File: src/psdpt_pkg.sv
// Shared types and constants for the phase-shiftable dual-phase timer.
package psdpt_pkg;

    localparam int CountWidth = 16;
    localparam int IntervalWidth = 16;
    localparam int OffsetWidth = 16;
    localparam logic [IntervalWidth-1:0] IntervalReset = 16'd20000;

    typedef enum logic {
        OP_TICK  = 1'b0,
        OP_SHIFT = 1'b1
    } opcode_t;

    typedef struct packed {
        logic fire_main;
        logic fire_quarter;
    } fire_t;

endpackage

File: src/psdpt_core.sv
// Timer state, phase-shift bookkeeping and expiry decision for one word.
module psdpt_core (
    input  logic                                   clk,
    input  logic                                   rst_n,
    input  logic                                   cfg_wr_en,
    input  logic [psdpt_pkg::IntervalWidth-1:0]    cfg_wr_data,
    input  logic                                   process,
    input  psdpt_pkg::opcode_t                     opcode,
    input  logic signed [psdpt_pkg::OffsetWidth-1:0] phase_offset,
    output psdpt_pkg::fire_t                       fire
);
    import psdpt_pkg::*;

    logic [IntervalWidth-1:0]      interval_reg;
    logic [CountWidth-1:0]         tick_count_reg, tick_count_next;
    logic [CountWidth-1:0]         half_period_reg, half_period_next;
    logic                          main_next_reg, main_next_next;
    logic                          restore_pending_reg, restore_pending_next;
    logic signed [OffsetWidth-1:0] pending_shift_reg, pending_shift_next;

    logic [IntervalWidth-2:0]      lim;
    logic signed [OffsetWidth:0]   req_ext;
    logic signed [OffsetWidth:0]   lim_s;
    logic signed [OffsetWidth:0]   req_clamped;
    logic signed [IntervalWidth+1:0] shift_sum;
    logic [CountWidth-1:0]         base_half;
    logic [CountWidth-1:0]         shifted_half;
    logic [CountWidth-1:0]         count_inc;
    logic                          expire;

    always_comb
    begin
        lim = interval_reg[IntervalWidth-1:1];
        base_half = CountWidth'(lim);
        req_ext = (OffsetWidth+1)'(phase_offset);
        lim_s = $signed({2'b00, lim});
        if (req_ext > lim_s)
        begin
            req_clamped = lim_s;
        end
        else if (req_ext < -lim_s)
        begin
            req_clamped = -lim_s;
        end
        else
        begin
            req_clamped = req_ext;
        end
        shift_sum = $signed({2'b00, interval_reg}) + (IntervalWidth+2)'(pending_shift_reg);
        if (shift_sum[IntervalWidth+1])
        begin
            shifted_half = '0;
        end
        else
        begin
            shifted_half = CountWidth'(shift_sum[IntervalWidth:1]);
        end
        count_inc = tick_count_reg + CountWidth'(1);
        expire = (count_inc >= half_period_reg) || (half_period_reg <= CountWidth'(1));

        tick_count_next = tick_count_reg;
        half_period_next = half_period_reg;
        main_next_next = main_next_reg;
        restore_pending_next = restore_pending_reg;
        pending_shift_next = pending_shift_reg;
        fire = '0;

        if (process)
        begin
            if (opcode == OP_SHIFT)
            begin
                pending_shift_next = OffsetWidth'(req_clamped);
            end
            else if (expire)
            begin
                tick_count_next = '0;
                main_next_next = !main_next_reg;
                if (main_next_reg)
                begin
                    fire.fire_main = 1'b1;
                    if (restore_pending_reg)
                    begin
                        half_period_next = base_half;
                        restore_pending_next = 1'b0;
                    end
                    if (pending_shift_reg != '0)
                    begin
                        half_period_next = shifted_half;
                        restore_pending_next = 1'b1;
                        pending_shift_next = '0;
                    end
                end
                else
                begin
                    fire.fire_quarter = 1'b1;
                end
            end
            else
            begin
                tick_count_next = count_inc;
            end
        end
    end

    always_ff @(posedge clk or negedge rst_n)
    begin
        if (!rst_n)
        begin
            interval_reg <= IntervalReset;
            tick_count_reg <= '0;
            half_period_reg <= CountWidth'(IntervalReset[IntervalWidth-1:1]);
            main_next_reg <= 1'b0;
            restore_pending_reg <= 1'b0;
            pending_shift_reg <= '0;
        end
        else
        begin
            tick_count_reg <= tick_count_next;
            main_next_reg <= main_next_next;
            restore_pending_reg <= restore_pending_next;
            pending_shift_reg <= pending_shift_next;
            if (cfg_wr_en)
            begin
                interval_reg <= cfg_wr_data;
                half_period_reg <= CountWidth'(cfg_wr_data[IntervalWidth-1:1]);
            end
            else
            begin
                half_period_reg <= half_period_next;
            end
        end
    end

    a_fire_exclusive: assert property (@(posedge clk) disable iff (!rst_n)
        !(fire.fire_main && fire.fire_quarter))
        else $error("Main and quarter expiries fired together.");

    a_expiry_clears_count: assert property (@(posedge clk) disable iff (!rst_n)
        (fire.fire_main || fire.fire_quarter) |=> (tick_count_reg == '0))
        else $error("Tick count not cleared after an expiry.");

    a_shift_holds_phase: assert property (@(posedge clk) disable iff (!rst_n)
        (process && opcode == OP_SHIFT && !cfg_wr_en)
        |=> ($stable(tick_count_reg) && $stable(main_next_reg)
             && $stable(half_period_reg)))
        else $error("Phase-shift word moved the timer.");

    a_cfg_loads_half: assert property (@(posedge clk) disable iff (!rst_n)
        cfg_wr_en |=> (half_period_reg == CountWidth'(interval_reg[IntervalWidth-1:1])))
        else $error("Interval write did not load the base half period.");

endmodule

File: src/phase_shiftable_dual_phase_timer_top.sv
// Top level of the phase-shiftable dual-phase timer with its handshake registers.
//
// Usage: each input word is either one timer tick or a phase-shift request
// carrying a signed offset. Every input word yields exactly one result word
// with fire_main and fire_quarter, which are zero for a phase-shift request.
// Expiries alternate between quarter and main events, starting with quarter.
// Both channels use valid and stall; a word moves on an edge where valid is
// high and stall is low. The interval register is written through cfg_wr_en
// and cfg_wr_data; the user must write it only while no word is in flight,
// which the block itself does not enforce. An accepted word passes through
// one input register, then the decision logic feeding the result register,
// before its result shows on the output.
// Throughput is one word per cycle while the output is not stalled, as the
// counter update and reload selection are combinational.
// Reset clears the tick count, loads the half period from an interval of
// 20000 ticks, and empties both registers. When the receiver stalls, the
// result holds, the input register fills, and then in_stall rises.
module phase_shiftable_dual_phase_timer_top (
    input  logic                                     clk,
    input  logic                                     rst_n,
    input  logic                                     cfg_wr_en,
    input  logic [psdpt_pkg::IntervalWidth-1:0]      cfg_wr_data,
    input  logic                                     in_valid,
    output logic                                     in_stall,
    input  logic                                     opcode,
    input  logic signed [psdpt_pkg::OffsetWidth-1:0] phase_offset,
    output logic                                     out_valid,
    input  logic                                     out_stall,
    output logic                                     fire_main,
    output logic                                     fire_quarter
);
    import psdpt_pkg::*;

    logic                          in_valid_reg;
    opcode_t                       opcode_reg;
    logic signed [OffsetWidth-1:0] offset_reg;
    logic                          out_valid_reg;
    fire_t                         fire_reg;
    fire_t                         fire_comb;
    logic                          advance;
    logic                          process;

    assign advance = !out_valid_reg || !out_stall;
    assign in_stall = in_valid_reg && !advance;
    assign process = in_valid_reg && advance;

    psdpt_core u_core (
        .clk          (clk),
        .rst_n        (rst_n),
        .cfg_wr_en    (cfg_wr_en),
        .cfg_wr_data  (cfg_wr_data),
        .process      (process),
        .opcode       (opcode_reg),
        .phase_offset (offset_reg),
        .fire         (fire_comb)
    );

    always_ff @(posedge clk or negedge rst_n)
    begin
        if (!rst_n)
        begin
            in_valid_reg <= 1'b0;
            out_valid_reg <= 1'b0;
        end
        else
        begin
            if (!in_stall)
            begin
                in_valid_reg <= in_valid;
            end
            if (advance)
            begin
                out_valid_reg <= in_valid_reg;
            end
        end
    end

    always_ff @(posedge clk)
    begin
        if (!in_stall && in_valid)
        begin
            opcode_reg <= opcode_t'(opcode);
            offset_reg <= phase_offset;
        end
        if (process)
        begin
            fire_reg <= fire_comb;
        end
    end

    assign out_valid = out_valid_reg;
    assign fire_main = fire_reg.fire_main;
    assign fire_quarter = fire_reg.fire_quarter;

endmodule

File: config.mk
export PLATFORM = sky130hd
export DESIGN_NAME = phase_shiftable_dual_phase_timer_top
export DESIGN_NICKNAME = d
export VERILOG_FILES = /design/src/psdpt_pkg.sv /design/src/psdpt_core.sv /design/src/phase_shiftable_dual_phase_timer_top.sv
export SDC_FILE = /design/constraint.sdc
export NUM_CORES = 1
export LEC_CHECK = 0
export ABC_AREA = 1
export BUFFER_PORTS_ARGS = -buffer_cell sky130_fd_sc_hd__buf_2
export CELL_PAD_IN_SITES_DETAIL_PLACEMENT = 0
export CELL_PAD_IN_SITES_GLOBAL_PLACEMENT = 1
export CORE_MARGIN = 2
export CORE_UTILIZATION = 40
export DETAILED_ROUTE_END_ITERATION = 7
export PLACE_DENSITY_LB_ADDON = 0.1
export SLEW_MARGIN = 20
export SYNTH_ARGS = -nofsm -noshare
export SYNTH_HDL_FRONTEND = slang
export SYNTH_HIERARCHICAL = 1
export SYNTH_SLANG_ARGS = --single-unit
File: constraint.sdc
create_clock -name clk -period 3.25 [get_ports clk]
set_input_delay 0.1625 -clock clk [delete_from_list [all_inputs] [get_ports clk]]
set_output_delay 0.1625 -clock clk [all_outputs]
set_load 0.05 [all_outputs]
==> flow_metrics.env, run 1 <==
export IMPL_finalHoldViolations=0
export IMPL_gp_congestion=0.860
export IMPL_synthCells=984
export IMPL_die_width_um=136
export IMPL_multi_input_area_um2=4110
export IMPL_power_switching_uw=2070
export IMPL_die_area_um2=18500
export IMPL_worst_path_max_fanout=5
export IMPL_insertion_delay_ns=0.35
export IMPL_ioPinCount=42
export IMPL_clk_pin_slew_ns=0.07
export IMPL_grt_pass1_vias=6241
export IMPL_grt_antenna_before_repair=0
export IMPL_fillers=1826
export IMPL_h_tree_depth=3
export IMPL_cts_max_path_buffers=2
export IMPL_track_usage=0.219
export IMPL_coreArea_um2=17200
export IMPL_path_buf_inv=6
export IMPL_synth_distinct_cells=46
export IMPL_power_share_sequential=0.320
export IMPL_netlist_area_um2=6960
export IMPL_drive_gt1_frac=0.156
export IMPL_slew_viol_final=0
export IMPL_comb_power_share=0.457
export IMPL_wire_per_inst_um=15.2
export IMPL_syn_to_final_growth_pct=19.9
export IMPL_status="completed"
export IMPL_fin_skew_ns=0.00866
export IMPL_buffer_ports_inserted=41
export IMPL_ys_warn_count=6
export IMPL_cpMostUsedCell="nand2_1"
export IMPL_slowest_stage="dfrtp_1"
export IMPL_pre_cts_slack_ns=-0.113
export IMPL_remaining_drc_errors=0
export IMPL_ys_seq_area_frac=0.328
export IMPL_min_period_over_period=0.957
export IMPL_wl_um=19800
export IMPL_rows=48
export IMPL_grt_remaining_overflow=0
export IMPL_synth_area_per_cell_um2=7.08
export IMPL_worst_setup_path_type="register to register"
export IMPL_async_reset_ff_frac=0.782
export IMPL_cts_tree="yes"
export IMPL_cts_sinks=87
export IMPL_worstPathCellList="inv_2 -> nor3_4 -> nand3_2 -> nor2_4 -> nand4_4 -> nor2_4 -> xnor2_2 -> inv_2 -> ha_4 -> nand2_1 -> inv_1 -> nand3_1 -> nor3_2 -> nand2_1 -> nand4_4 -> nand2_2 -> inv_4 -> nor2_8 -> buf_12 -> clkbuf_16 -> nand2_1 -> nand2_1"
export IMPL_synth_fp_nets=1088
export IMPL_fmax_mhz=322
export IMPL_ant_nets=0
export IMPL_ys_flop_type="dfrtp_1"
export IMPL_vdd_drop_max_uv=302
export IMPL_p_int_uw=2820
export IMPL_critPathTopFamily="simple AND/OR/NAND/NOR gates"
export IMPL_hold_class="input pin to async pin"
export IMPL_setup_viol=0
export IMPL_grt_max_degree=69
export IMPL_worst_pin_slew_ns=0.937
export IMPL_cp_start_kind="register"
export IMPL_synth_seq_cells=87
export IMPL_seqCellArea_um2=2280
export IMPL_swShare=0.423
export IMPL_vias_per_cell=4.93
export IMPL_fp_dieH_um=136
export IMPL_drv_cap=0
export IMPL_drtPass1Iterations=5
export IMPL_synth_top_area_frac=0.208
export IMPL_synth_area_leader_cell="dfrtp_1"
export IMPL_grt_first_pass_wirelength_um=31100
export IMPL_slowest_delay_ns=0.41
export IMPL_antennaDiodeCount=0
export IMPL_clkPwrFrac=0.223
export IMPL_setup_tns_final_ns=0
export IMPL_cp_arrival_ns=3.35
export IMPL_p_per_area_nw_per_um2=586
export IMPL_layout_setup_ws_ns=0.140
export IMPL_vias=6453
export IMPL_synth_edf_count=19
export IMPL_final_nets=1184
export IMPL_dpl_hpwl_um=15100
export IMPL_cts_root_buf="clkbuf_16"
export IMPL_max_slew_margin=0.375
export IMPL_netlist_top_cells_area="dfrtp_1 21%, nand2_1 17%, ha_1 12%"
export IMPL_period_minus_slack_ns=3.11
export IMPL_cts_made_buffers=9
export IMPL_p_leak_uw=0.00443
export IMPL_worst_setup_path_end_kind="register"
export IMPL_initial_core_util=0.405
export IMPL_crit_required_ns=3.49
export IMPL_drt_iter0_drc=318
power groups by stage:
stage / Combinational [uW] / Clock [uW] / Sequential [uW]
after floorplan: 1580 / 0 / 1550
after global placement: 2120 / 0 / 1580
after detailed placement: 2120 / 0 / 1580
after CTS: 2170 / 1130 / 1560
after global routing: 2570 / 1170 / 1600
final: 2240 / 1090 / 1570
cell usage after synthesis, types with 2 or more instances:
| cell type | instances |
|---|---|
| nand2_1 | 310 |
| inv_1 | 132 |
| nand3_1 | 76 |
| ha_1 | 65 |
| nor2_1 | 63 |
| dfrtp_1 | 58 |
| o21ai_0 | 52 |
| a21oi_1 | 45 |
| edfxtp_1 | 19 |
| nand4_1 | 19 |
| xor2_1 | 18 |
| o31ai_1 | 17 |
| buf_2 | 11 |
| dfstp_2 | 10 |
| inv_2 | 10 |
| nor3_1 | 8 |
| nor2_2 | 6 |
| a21o_1 | 5 |
| clkbuf_1 | 5 |
| clkinv_1 | 5 |
| nand2_2 | 5 |
| nand3b_1 | 5 |
| xnor2_1 | 5 |
| buf_4 | 3 |
| nand3_2 | 3 |
| nor4_1 | 3 |
| o22ai_1 | 3 |
| nand2_4 | 2 |
| nand4_2 | 2 |
| nor2_4 | 2 |
| nor3_2 | 2 |
per-layer routing:
layer	share of wire	track usage	vias up
met5	0	0	-
met1	0.46	0.274	2957
met4	0.030	0.0932	0
met2	0.49	0.386	87
met3	0.016	0.0198	33
li1	-	-	3376
logic make-up after synthesis:
group,after synthesis,share of synthesized area
adders and majority gates,66,0.120
and+or+nand+nor,509,0.320
buffers and inverters,170,0.0983
DFF,87,0.328
AOI/OAI and AO/OA,128,0.103
xor gates and xnor gates,24,0.0313
cell type report:
cell class / instances / area share
repair buffers: 106 / 0.0942
well taps: 225 / 0.0337
inverters: 148 / 0.0685
clock buffers: 10 / 0.0286
flip-flops and latches: 87 / 0.274
clock inverters: 6 / 0.00809
multi-input cells: 727 / 0.493
repair inverters: 1 / 0.000749
placed cells by master (no fill, tap or decap), drive strengths merged, types with 2 or more instances in the layout:
master       count
xor2            19
nand4           21
nand3           79
inv            146
clkinv           6
xnor2            5
nor2            72
clkinvlp         2
edfxtp          19
clkbuf          11
a21oi           46
o21ai           54
nand3b           5
o22ai            3
ha              65
nor3            11
nor4             3
dfrtp           58
nand2          317
o31ai           17
dfstp           10
a21o             5
buf             86
dlygate4sd3     19
per-stage QoR:
step           instance area, um^2  total power [uW]  hold WS, ns  cells  utilization
2_1_floorplan                 6960              3130       -0.133    984            -
3_3_place_gp                  7580              3710        0.339   1261        0.442
3_5_place_dp                  7580              3710        0.341   1261        0.442
4_1_cts                       8110              4860       0.0255   1297        0.472
5_1_grt                       8350              5340       0.0480   1310        0.486
6_report                      8350              4900       0.0361   1310        0.486
path summary, 6_finish.rpt:
check,startpoint,depth (start not counted),end,slack [ns]
max in group asynchronous,rst_n,2,u_core/pending_shift_reg[0],2.60
min reg2reg,u_core/half_period_reg[8],2,u_core/half_period_reg[8],0.46
min in group clk,out_stall,3,out_valid,0.04
min,rst_n,2,u_core/tick_count_reg[12],0.04
max reg2reg,u_core/tick_count_reg[0],22,u_core/half_period_reg[15],0.14
max,u_core/tick_count_reg[0],22,u_core/half_period_reg[15],0.14
what timing repair did:
item | CTS | global route
gates resized for setup | 5 | 26
gates cloned | 0 | 2
pin swaps | 1 | 8
hold buffers | 19 | 0
setup buffers | 1 | 11
hold endpoints to repair | 19 | 0
endpoints found under the setup margin | 31 | 40
(Power assumes the default switching activity.)
==> inputs of run 2 (changes only) <==
--- a/config.mk
+++ b/config.mk
@@ -11,6 +11,7 @@
 export CELL_PAD_IN_SITES_GLOBAL_PLACEMENT = 1
 export CORE_MARGIN = 2
 export CORE_UTILIZATION = 40
+export CTS_BUF_LIST = sky130_fd_sc_hd__clkbuf_8
 export DETAILED_ROUTE_END_ITERATION = 7
 export PLACE_DENSITY_LB_ADDON = 0.1
 export SLEW_MARGIN = 20
==> run 2 against run 1 <==
Net effect: clock skew up 0.0071 ns; non-clock buffer count grew 7; core utilization fell by 0.12 points; worst hold slack got worse by 0.041 ns; count of clock-buffer cells in the layout stayed put; die area did not move; wire length shrank 0.40%; sequential share of layout area up 0.066 points; largest power group unchanged; worst setup slack improved by 0.012 ns; global-route usage about the same; the flow now finishes with violations (negative hold slack); combinational power hardly changed.
==> flow_metrics.env, run 2 (synthesis gave the netlist of run 1 again) <==
export IMPL_worst_path_max_fanout=8
export IMPL_cts_tree="yes"
export IMPL_grt_remaining_overflow=0
export IMPL_coreArea_um2=17200
export IMPL_rsz0062_at_grt="yes"
export IMPL_cp_endpoint="u_core/half_period_reg[10]"
export IMPL_ant_nets=0
export IMPL_r2r_cells=21
export IMPL_hold_class="input pin to async pin"
export IMPL_cts_sinks=87
export IMPL_p_leak_uw=0.00442
export IMPL_cp_arrival_ns=3.43
export IMPL_insertion_delay_ns=0.38
export IMPL_final_common_cell="nand2_1"
export IMPL_die_width_um=136
export IMPL_power_uw=4650
export IMPL_worst_setup_path_type="register to register"
export IMPL_worst_setup_path_end_kind="register"
export IMPL_pre_cts_slack_ns=-0.113
export IMPL_wire_per_inst_um=15.0
export IMPL_crit_start="u_core/tick_count_reg[0]"
export IMPL_ioPinCount=42
export IMPL_status="finished, violations left"
export IMPL_cp_start_kind="register"
export IMPL_setup_viol=0
export IMPL_min_period_over_period=0.953
export IMPL_finalHoldViolations=8
export IMPL_fmax_mhz=323
export IMPL_track_usage=0.220
export IMPL_antennaDiodeCount=0
export IMPL_die_area_um2=18500
export IMPL_grt_max_degree=69
export IMPL_period_minus_slack_ns=3.10
export IMPL_layout_setup_ws_ns=0.153
export IMPL_layout_common_cells="307 x nand2_1, 131 x inv_1, 74 x nand3_1"
export IMPL_syn_to_final_growth_pct=19.7
export IMPL_cts_max_path_buffers=2
export IMPL_grt_pass1_vias=6235
export IMPL_wl_um=19800
export IMPL_drt_iter0_drc=370
export IMPL_r2r_end="u_core/half_period_reg[10]"
export IMPL_drive_gt1_frac=0.160
export IMPL_vias=6424
export IMPL_max_slew_margin=0.381
export IMPL_clk_pin_slew_ns=0.09
export IMPL_final_nets=1190
export IMPL_cts_made_buffers=9
export IMPL_drv_cap=0
export IMPL_vdd_drop_max_uv=281
export IMPL_h_tree_depth=3
export IMPL_gp_congestion=0.860
export IMPL_buffer_ports_inserted=41
export IMPL_fp_dieH_um=136
export IMPL_initial_core_util=0.405
export IMPL_drtPass1Iterations=7
export IMPL_crit_required_ns=3.58
export IMPL_dpl_hpwl_um=15100
export IMPL_vias_per_cell=4.88
export IMPL_remaining_drc_errors=0
export IMPL_cts_root_buf="clkbuf_8"
export IMPL_reg2reg_from="u_core/tick_count_reg[0]"
export IMPL_fin_skew_ns=0.0158
export IMPL_worst_pin_slew_ns=0.928
export IMPL_grt_antenna_before_repair=0
export IMPL_hold_ws_ns=-0.00477
export IMPL_p_per_area_nw_per_um2=558
export IMPL_slew_viol_final=0
export IMPL_failed_checks="negative hold slack"
export IMPL_grt_first_pass_wirelength_um=31300
export IMPL_rows=48
export IMPL_r2r_setup_slack_ns=0.15
## run 2: where the power goes
part | internal [uW] | switching [uW] | leakage, uW | total, uW
clock network | 380 | 446 | 0.000101 | 825
registers | 1370 | 191 | 0.00103 | 1560
logic | 849 | 1410 | 0.00329 | 2260
## run 2: area by class of cell
cell class                 instances  area [um^2]
fill                            1830         8840
multi-input combinational        727         4150
sequential                        87         2280
timing repair buffer             113          836
inverter                         148          572
tap                              225          282
clock buffer                      10          138
clock inverter                     6         67.6
## run 2: how the worst min path moves through the flow
stage | start | to | cells past startpoint
CTS | cfg_wr_data[3] | u_core/interval_reg[3] | 3
global placement | phase_offset[2] | offset_reg[2] | 1
finish | rst_n | u_core/tick_count_reg[12] | 2
detailed placement | phase_offset[1] | offset_reg[1] | 1
global route | cfg_wr_data[4] | u_core/interval_reg[4] | 3
floorplan | rst_n | in_valid_reg | 0
## run 2: what timing repair did
item,in CTS,in global routing
setup endpoints to repair,32,41
hold endpoints to repair,24,0
gates resized for setup,5,31
hold buffers,24,0
cloned,0,1
pin swaps,1,14
setup buffers,1,13
## run 2: layer usage
layer,vias up,global-route usage,wire [um]
met5,-,0,0
met4,0,0.0810,582
met3,36,0.0287,412
met2,87,0.384,9650
met1,2917,0.277,9120
li1,3384,-,-
## run 2: critical path: stages, from the launching register on
cell and delay [ns]:
dfrtp_1 0.42, inv_2 0.07, nor3_4 0.21, nand3_2 0.15
nor2_4 0.19, nand4_4 0.13, nor2_4 0.17, xnor2_2 0.12
inv_2 0.07, ha_4 0.22, nand2_1 0.06, inv_1 0.04
nand2_1 0.06, nand2_2 0.06, a21oi_4 0.17, nand4_4 0.16
nand2_2 0.13, inv_4 0.05, nor2_8 0.23, clkbuf_16 0.20
nand2_1 0.05, nand2_1 0.06
## run 2: through the flow
| stage | utilization | hold WS [ns] | TNS, ns | area [um^2] | std cells |
|---|---|---|---|---|---|
| after global placement | 0.442 | 0.339 | -1.46 | 7580 | 1261 |
| after global routing | 0.485 | 0.0241 | -0.243 | 8330 | 1316 |
| after CTS | 0.469 | 0.00544 | 0 | 8050 | 1302 |
| after detailed placement | 0.442 | 0.341 | -1.74 | 7580 | 1261 |
| after floorplan | - | -0.133 | 0 | 6960 | 984 |
| final | 0.485 | -0.00477 | 0 | 8330 | 1316 |
